File: src/hdl/tile_mean_hole_fill_assert.svh
// ----------------------------------------------------------------------------
// tile_mean_hole_fill assertion macros
// concurrent checks on i_clk, disabled while i_rst_n is low
// ----------------------------------------------------------------------------
`ifndef TILE_MEAN_HOLE_FILL_ASSERT_SVH
`define TILE_MEAN_HOLE_FILL_ASSERT_SVH
`ifndef SYNTHESIS
`define TMHF_ASSERT(lbl, prop) \
    lbl: assert property (@(posedge i_clk) disable iff (!i_rst_n) prop) \
        else $error("tile_mean_hole_fill assertion failed");
`define TMHF_ASSERT_IMPL(lbl, ante, cons) \
    lbl: assert property (@(posedge i_clk) disable iff (!i_rst_n) (ante) |-> (cons)) \
        else $error("tile_mean_hole_fill implication failed");
`else
`define TMHF_ASSERT(lbl, prop)
`define TMHF_ASSERT_IMPL(lbl, ante, cons)
`endif
`endif

File: src/hdl/tmhf_pkg.sv
`timescale 1ns / 1ps
// ----------------------------------------------------------------------------
// tmhf_pkg
// shared constants, types and state codes of the tile mean hole filler
// ----------------------------------------------------------------------------
package tmhf_pkg;

    localparam int MAX_ROWS  = 256;
    localparam int MAX_COLS  = 256;
    localparam int MAX_TILE  = 16;
    localparam int FILL_BIAS = 130;

    localparam int ROW_W  = $clog2(MAX_ROWS);
    localparam int COL_W  = $clog2(MAX_COLS);
    localparam int ADDR_W = ROW_W + COL_W;
    localparam int DEPTH  = MAX_ROWS * MAX_COLS;
    localparam int PIX_W  = 24;
    localparam int DIM_W  = 9;
    localparam int SIDE_W = 5;
    localparam int OFF_W  = $clog2(MAX_TILE);
    localparam int POS_W  = 10;
    localparam int SUM_W  = 17;
    localparam int CNT_W  = 9;
    localparam int STEP_W = $clog2(SUM_W + 1);

    localparam logic [1:0] MODE_WRITE = 2'd0;
    localparam logic [1:0] MODE_PAINT = 2'd1;
    localparam logic [1:0] MODE_READ  = 2'd2;

    localparam logic [1:0] REG_TILE_SIZE = 2'd0;
    localparam logic [1:0] REG_ROWS      = 2'd1;
    localparam logic [1:0] REG_COLS      = 2'd2;

    typedef enum logic [3:0] {
        S_IDLE,
        S_READ,
        S_TILE,
        S_GATHER,
        S_GDRAIN,
        S_DIV_START,
        S_DIV_WAIT,
        S_FILL,
        S_FDRAIN,
        S_DONE
    } t_state;

endpackage

File: src/hdl/tmhf_div.sv
`timescale 1ns / 1ps
// ----------------------------------------------------------------------------
// tmhf_div
// restoring divider, one quotient bit per cycle
// ----------------------------------------------------------------------------
module tmhf_div import tmhf_pkg::*; (
    input  logic             i_clk,
    input  logic             i_rst_n,
    input  logic             i_start,
    input  logic [SUM_W-1:0] i_dividend,
    input  logic [CNT_W-1:0] i_divisor,
    output logic             o_busy,
    output logic [SUM_W-1:0] o_quotient
);

    logic [CNT_W-1:0]  r_rem, n_rem;
    logic [SUM_W-1:0]  r_quo, n_quo;
    logic [CNT_W-1:0]  r_dsr, n_dsr;
    logic [STEP_W-1:0] r_cnt, n_cnt;
    logic              r_busy, n_busy;
    logic [CNT_W:0]    trial;
    logic              ge;

    always_comb begin
        trial  = {r_rem, r_quo[SUM_W-1]};
        ge     = (trial >= {1'b0, r_dsr});
        n_rem  = r_rem;
        n_quo  = r_quo;
        n_dsr  = r_dsr;
        n_cnt  = r_cnt;
        n_busy = r_busy;
        if (i_start) begin
            n_rem  = '0;
            n_quo  = i_dividend;
            n_dsr  = i_divisor;
            n_cnt  = '0;
            n_busy = 1'b1;
        end else if (r_busy) begin
            n_rem = ge ? CNT_W'(trial - {1'b0, r_dsr}) : trial[CNT_W-1:0];
            n_quo = {r_quo[SUM_W-2:0], ge};
            n_cnt = r_cnt + STEP_W'(1);
            if (r_cnt == STEP_W'(SUM_W - 1)) begin
                n_busy = 1'b0;
            end
        end
    end

    always_ff @(posedge i_clk) begin
        if (!i_rst_n) begin
            r_busy <= 1'b0;
            r_cnt  <= '0;
        end else begin
            r_busy <= n_busy;
            r_cnt  <= n_cnt;
        end
        r_rem <= n_rem;
        r_quo <= n_quo;
        r_dsr <= n_dsr;
    end

    assign o_busy     = r_busy;
    assign o_quotient = r_quo;

endmodule

File: config.mk
export PLATFORM = sky130hd
export DESIGN_NAME = tmhf_div
export DESIGN_NICKNAME = d
export VERILOG_FILES = /design/src/hdl/tile_mean_hole_fill_assert.svh /design/src/hdl/tmhf_pkg.sv /design/src/hdl/tmhf_div.sv
export SDC_FILE = /design/constraint.sdc
export NUM_CORES = 1
export LEC_CHECK = 0
export BUFFER_PORTS_ARGS = -buffer_cell sky130_fd_sc_hd__clkbuf_2
export CORE_MARGIN = 10
export CORE_UTILIZATION = 44
export DETAILED_ROUTE_END_ITERATION = 12
export PLACE_DENSITY_LB_ADDON = 0.12
export SYNTH_ARGS = -nofsm -noshare
export SYNTH_HDL_FRONTEND = slang
export SYNTH_SLANG_ARGS = --single-unit
File: constraint.sdc
create_clock -name i_clk -period 6.21 [get_ports i_clk]
set_input_delay 0.621 -clock i_clk [delete_from_list [all_inputs] [get_ports i_clk]]
set_output_delay 0.621 -clock i_clk [all_outputs]
set_load 0.1 [all_outputs]
==> summary.md, run 1 <==
| Metric | Value |
|---|---|
| # nets final | 264 |
| Netlist cell types | 42 |
| Primary FF master, synth | edfxtp_1 |
| Worst-path clk slew | 0.08 ns |
| Worst min path class | in2reg |
| DR vias | 1,463 |
| Share of layout cells above drive strength 1 | 36.6% |
| Htree depth | 2 |
| Slowest cell on crit path | a211oi_4 |
| Cts repair resizes | 0 |
| Register area share after synthesis | 50.9% |
| Post-Layout Inst Area | 2480 um^2 |
| Seq cells post-synth | 41 |
| Most common cell after layout, fill and taps aside | clkbuf_2 |
| Post-synth EDFFs | 26 |
| CP top delay family | compound AO/OA/AOI/OAI gates |
| Fmax | 353 MHz |
| Initial antenna violation count | 0 |
| Crit path capture type | register |
| Vias per cell | 5.26 |
| Slew HR | 38.8% |
| Multi-input gate area | 947 um^2 |
| Vias in the first global route | 1,571 |
| Status | complete, no violations |
| Tcrit/Tclk final | 45.6% |
| Slew @ Worst Pin | 0.917 ns |
| Fin crit period | 2.83 ns |
| Congestion Overflow GR | 0 |
| Placement Rows | 25 |
| CTS Buf Count | 5 |
| Worst EP arrival | 2.88 ns |
| Pin count of the biggest net entering global routing | 42 |
| Post-synthesis cell count | 178 |
| Inserted Diodes | 0 |
| Yosys warnings | 0 |
| WL/cell | 15.5 um |
| DIE WIDTH | 89.5 um |
| Number of remaining DRC errors | 0 |
| WHS | 0.498 ns |
| Final clock skew | 0.00937 ns |
| Num ports | 47 |
| Leak Pwr | 1.08 nW |
| Worst vdd ir | 0.160 mV |
| Worst Path Required | 6.26 ns |
| DR pass1 iterations | 4 |
| Async SR Flop Fraction | 0% |
| Postcts setup bufs | 0 |
| Register area | 1080 um^2 |
| Number of nets with antenna violations after routing | 0 |
| Hpwl dp | 3.21 mm |
| Worst skew pair latency | 0.29 ns |
| Mapped cell area | 2130 um^2 |
| First-pass GRT wire length | 7.25 mm |
| Final max-slew violation count | 0 |
| Placed Area | 2380 um^2 |
| RSZ-0062 raised after global routing | no |
| Gpl congestion | 0.816 |
| Hold_buf cts | 0 |
| CP Launch Type | register |
| Setup Crit Path Kind | reg2reg |
| Commonest cells after routing, fill and taps aside | clkbuf_2 (46), edfxtp_1 (26), mux2_2 (17), nor2_1 (16), dfxtp_1 (15) |
| Maxcap violations | 0 |
| Setup TNS | 0 ns |
| Port Buffers | 46 |
| Final setup fails | 0 |
| GRT Resource Usage Total | 11.6% |
| Endpoints failing hold | 0 |
| 1st-iter DRT viols | 68 |
| CP max stage delay | 0.65 ns |
| Total power | 0.773 mW |
| Critical-path cell list | inv_1, ha_1, inv_1, fa_1, a211oi_2, o31ai_2, a211oi_4, inv_1, mux2_2 |
| CORE AREA | 4690 um^2 |
| Final WL | 4.30 mm |
| Die area | 8010 um^2 |
| Clk sink count | 41 |
| Syn Area/Cell | 11.9 um^2 |
| Area growth, synth to finish | 16.9% |
| Power per Cell Area | 311 nW/um^2 |
| Die Height | 89.5 um |
| CP most frequent cell | inv_1 |
| Buf/Inv on CP | 3 |
| Initial Utilization | 45.3% |
| Crit-path max FO | 14 |
| # fillers | 450 |
| Worst-case clock buffer depth | 2 |
| Clock Root Buffer | clkbuf_8 |
| Synth Net Count | 219 |
| TritonCTS clock tree | built |
## stage by stage
step	std cells	utilization [%]	worst slack, ns
floorplan	178	-	3.25
global placement	270	50.7	3.45
detailed placement	270	50.7	3.36
CTS	278	53.0	3.39
global route	278	53.0	3.20
finish	278	53.0	3.38
## final timing paths
| kind | start | to | slack [ns] | cells after the start |
|---|---|---|---|---|
| worst max register to register | o_quotient[16]$_DFFE_PP_ | o_quotient[0]$_DFFE_PP_ | 3.38 | 9 |
| worst min register to register | r_rem[6]$_SDFFE_PP0P_ | r_rem[7]$_SDFFE_PP0P_ | 0.51 | 2 |
| worst min-delay path | i_divisor[2] | r_dsr[2]$_DFFE_PP_ | 0.50 | 1 |
| worst max-delay path | o_quotient[16]$_DFFE_PP_ | o_quotient[0]$_DFFE_PP_ | 3.38 | 9 |
## Yosys cell counts (3+ instances only)
cell / count / area, um^2
nand4_1: 4 / 25.0
xnor2_1: 4 / 35.0
edfxtp_1: 26 / 781
mux2_2: 17 / 191
a21oi_1: 4 / 20.0
a211oi_1: 4 / 30.0
xor2_1: 6 / 52.6
ha_1: 11 / 138
nand2_1: 5 / 18.8
nor2_1: 16 / 60.1
mux2i_1: 5 / 50.1
clkbuf_1: 4 / 15.0
a21o_1: 3 / 22.5
inv_1: 14 / 52.6
dfxtp_1: 15 / 300
nand2b_1: 3 / 18.8
## layout make-up
| type | instances | share of cell area, % |
|---|---|---|
| Clock buffer | 6 | 2.92 |
| Inverter | 14 | 2.11 |
| Sequential cell | 41 | 43.5 |
| Clock inverter | 2 | 1.36 |
| Timing Repair Buffer | 46 | 9.26 |
| Tap cell | 54 | 2.72 |
| Multi-Input combinational cell | 115 | 38.1 |
## sequential cells by signal (all words and copies together), names as in the netlist
name / cells
o_busy: 1
o_quotient: 17
r_cnt: 5
r_dsr: 9
r_rem: 9
## kinds of logic after synthesis
kind of cell	Yosys count	share of synthesized area [%]
adder cells (fa/ha/maj)	12	7.42
AO/OA/AOI/OAI	27	10.5
AND/OR/NAND/NOR	44	11.1
buffers and inverters	22	4.59
multiplexers	22	11.4
XOR/XNOR	10	4.12
flip-flops	41	50.9
## per-layer routing
| layer | vias to the layer above | track usage (%) | share of wire [%] |
|---|---|---|---|
| met3 | 7 | 5.74 | 7.9 |
| met2 | 33 | 18.1 | 49 |
| met1 | 685 | 13.3 | 41 |
| li1 | 738 | - | - |
| met4 | 0 | 4.62 | 1.4 |
| met5 | - | 0 | 0 |
## report_power, final
part           leakage [nW]  switching (mW)  internal, mW  total, mW
Combinational         0.650           0.162        0.0680      0.230
Clock                0.0528          0.0899         0.119      0.209
Sequential            0.382          0.0167         0.318      0.334
Total                  1.08           0.268         0.504      0.773
(Power assumes the default switching activity.)
==> inputs of run 2 (changes only) <==
--- a/config.mk
+++ b/config.mk
@@ -5,6 +5,7 @@
 export SDC_FILE = /design/constraint.sdc
 export NUM_CORES = 1
 export LEC_CHECK = 0
+export ABC_AREA = 1
 export BUFFER_PORTS_ARGS = -buffer_cell sky130_fd_sc_hd__clkbuf_2
 export CORE_MARGIN = 10
 export CORE_UTILIZATION = 44
==> constraint.sdc (replaced) <==
create_clock -name i_clk -period 2.3 [get_ports i_clk]
set_input_delay 0.23 -clock i_clk [delete_from_list [all_inputs] [get_ports i_clk]]
set_output_delay 0.23 -clock i_clk [all_outputs]
set_load 0.1 [all_outputs]
==> run 2 against run 1 <==
Compared with the run above:
- register-to-register slack got worse by 3.1 ns
- worst hold slack got worse by 0.39 ns
- global-route usage rose by 0.38 points
- clock power grew 120%
- setup slack got worse by 3.1 ns
- maximum frequency increased by 38%
- die area increased by 3.2%
==> summary.md, run 2 <==
| Metric | Value |
|---|---|
| DR vias | 1,807 (+24%) |
| Initial antenna violation count | 0 (unchanged) |
| Share of power burned in registers | 47.5% (+4.2 points) |
| Inserted Diodes | 0 (unchanged) |
| Mapped cell area | 2210 um^2 (+4.1%) |
| Hold_buf cts | 0 (unchanged) |
| Area leader, netlist | edfxtp_1 |
| Final max-slew violation count | 0 (unchanged) |
| Async SR Flop Fraction | 0% (unchanged) |
| Primary FF master, synth | edfxtp_1 |
| Worst skew pair latency | 0.29 ns (about the same) |
| Clk sink count | 41 (unchanged) |
| 1st-iter DRT viols | 164 (+140%) |
| CTS Buf Count | 5 (unchanged) |
| Yosys top cell area share | 35.3% (-1.4 points) |
| Post-synth top cells | nand2_1 (97), inv_1 (40), edfxtp_1 (26) |
| Post-synthesis cell count | 267 (+50%) |
| Vias in the first global route | 1,709 (+8.8%) |
| Leak Pwr | 1.34 nW (+24%) |
| Postcts setup bufs | 0 (unchanged) |
| Slew HR | 63.0% (+24 points) |
| Critical-path cell list | inv_2, ha_1, inv_1, fa_2, nand2_1, nand2_2, nand3_2, nand2_2, nand2_2, nand2_2, nand2_1, nand3_1, o21ai_1 |
| Seq cells post-synth | 41 (unchanged) |
| Gpl congestion | 0.841 (+3.0%) |
| RSZ-0062 raised after global routing | no |
| Number of nets with antenna violations after routing | 0 (unchanged) |
| Vias per cell | 4.67 (-11%) |
| Fin crit period | 2.06 ns (-0.777 ns) |
| First-pass GRT wire length | 8.15 mm (+12%) |
| TritonCTS clock tree | built |
| Crit path capture type | register |
| Placement Rows | 25 (unchanged) |
| Sw power | 0.670 mW (+150%) |
| Final clock skew | 0.00625 ns (-0.00313 ns) |
| Crit-path max FO | 12 (-2) |
| Die Height | 90.9 um (+1.6%) |
| Setup Crit Path Kind | reg2reg |
| P_int | 1.17 mW (+130%) |
| Post-Layout Inst Area | 2610 um^2 (+4.9%) |
| Post-synth EDFFs | 26 (unchanged) |
| Worst min path class | in2reg |
| Number of flip-flops under the largest register name | 17 (unchanged) |
| # nets final | 360 (+36%) |
| Congestion Overflow GR | 0 (unchanged) |
| Maxcap violations | 0 (unchanged) |
| Netlist cell types | 29 (-31%) |
| CP top delay family | simple AND/OR/NAND/NOR gates |
| Switching Share | 36.5% (+1.8 points) |
| Share of layout cells above drive strength 1 | 23.1% (-13 points) |
| Hpwl dp | 3.80 mm (+18%) |
| Main area contributors after synthesis | edfxtp_1 (35%), nand2_1 (16%), dfxtp_1 (14%) |
| Slowest cell on crit path | edfxtp_1 |
| Worst vdd ir | 0.337 mV (+110%) |
| GRT Resource Usage Total | 12.0% (+0.38 points) |
| Htree depth | 2 (unchanged) |
| Num ports | 47 (unchanged) |
| Syn Area/Cell | 8.29 um^2 (-31%) |
| DR pass1 iterations | 4 (unchanged) |
| Worst-path clk slew | 0.08 ns (about the same) |
| Worst Path Required | 2.53 ns (-3.73 ns) |
| Yosys warnings | 0 (unchanged) |
| Endpoints failing hold | 0 (unchanged) |
| Tcrit/Tclk final | 89.4% (+44 points) |
| Commonest cells after routing, fill and taps aside | nand2_1 (97), clkbuf_2 (46), inv_1 (39), edfxtp_1 (26), nand3_1 (21) |
| Synth Net Count | 308 (+41%) |
| Final Core Density | 54.5% (+1.5 points) |
| Die area | 8260 um^2 (+3.2%) |
| Final setup fails | 0 (unchanged) |
| CP most frequent cell | nand2_2 |
| CORE AREA | 4790 um^2 (+2.0%) |
| Setup TNS | 0 ns (unchanged) |
| Placed Area | 2520 um^2 (+5.9%) |
| Count leader, synth | nand2_1 |
| Pin count of the biggest net entering global routing | 20 (-52%) |
| Cts repair resizes | 0 (unchanged) |
| Area growth, synth to finish | 17.8% |
| Most common cell after layout, fill and taps aside | nand2_1 |
| Worst-case clock buffer depth | 2 (unchanged) |
| WL/cell | 12.6 um (-18%) |
| Buf/Inv on CP | 2 (-1) |
| Register area share after synthesis | 48.9% (-2.0 points) |
| Worst EP arrival | 2.28 ns (-0.60 ns) |
| Final WL | 4.89 mm (+14%) |
| Number of remaining DRC errors | 0 (unchanged) |
| Clock Root Buffer | clkbuf_8 |
| Fmax | 486 MHz (+38%) |
| Status | complete, no violations |
| CP max stage delay | 0.40 ns (-0.25 ns) |
| CP Launch Type | register |
| DIE WIDTH | 90.9 um (+1.6%) |
| Slew @ Worst Pin | 0.557 ns (-0.360 ns) |
| Clock group share of total power | 25.1% (-1.9 points) |
| Port Buffers | 46 (unchanged) |
| Power per Cell Area | 704 nW/um^2 (+130%) |
| Initial Utilization | 46.2% (+0.92 points) |
| Logic pwr share | 27.4% (-2.3 points) |
## run 2: cell families after synthesis
family	synth area share [%]
xor+xnor	1.19
buf+inv	8.88
simple gates	29.9
compound gates	4.07
flops	48.9
fa+ha+maj	7.13
## run 2: cell type report
class                           instances  area [um^2]
Fill cell                             458         2180
Sequential cell                        41         1080
Multi-Input combinational cell        180          937
Timing Repair Buffer                   51          268
Inverter                               40          150
Tap cell                               67         83.8
Clock buffer                            5         68.8
Clock inverter                          3         17.5
## run 2: through the flow
stage	power, mW	hold WS (ns)	instances	setup slack (ns)
4_1_cts	1.85	0.0947	387	0.245
3_3_place_gp	1.39	0.407	379	0.331
2_1_floorplan	1.29	0.329	267	-0.00398
5_1_grt	1.92	0.0889	387	0.0335
3_5_place_dp	1.39	0.409	379	0.258
6_report	1.84	0.104	387	0.244
## run 2: path summary, 6_finish.rpt
check,cells after the start,end,startpoint,slack (ns)
worst max-delay path,13,r_rem[3]$_SDFFE_PP0P_,o_quotient[16]$_DFFE_PP_,0.24
worst min-delay path,1,r_dsr[6]$_DFFE_PP_,i_divisor[6],0.10
worst max register to register,13,r_rem[3]$_SDFFE_PP0P_,o_quotient[16]$_DFFE_PP_,0.24
worst min register to register,2,r_rem[4]$_SDFFE_PP0P_,r_rem[4]$_SDFFE_PP0P_,0.48
## run 2: power groups by stage
stage | clock (mW) | combinational [mW] | sequential (mW)
after floorplan | 0 | 0.167 | 1.12
after global placement | 0 | 0.506 | 0.887
after detailed placement | 0 | 0.505 | 0.889
after CTS | 0.475 | 0.507 | 0.872
after global routing | 0.501 | 0.543 | 0.879
final | 0.461 | 0.503 | 0.871
## run 2: worst reg2reg max path, cell delays in order (launching register included)
cell and delay (ns):
edfxtp_1 0.40, inv_2 0.08, ha_1 0.13, inv_1 0.06, fa_2 0.35, nand2_1 0.08, nand2_2 0.07, nand3_2 0.07
nand2_2 0.06, nand2_2 0.22, nand2_2 0.19, nand2_1 0.11, nand3_1 0.06, o21ai_1 0.09
## run 2: per-layer routing
metal / GRT usage [%] / share of wire (%)
met1: 15.0 / 45
met2: 19.0 / 48
met3: 4.57 / 5.9
met4: 2.74 / 1.2
met5: 0 / 0
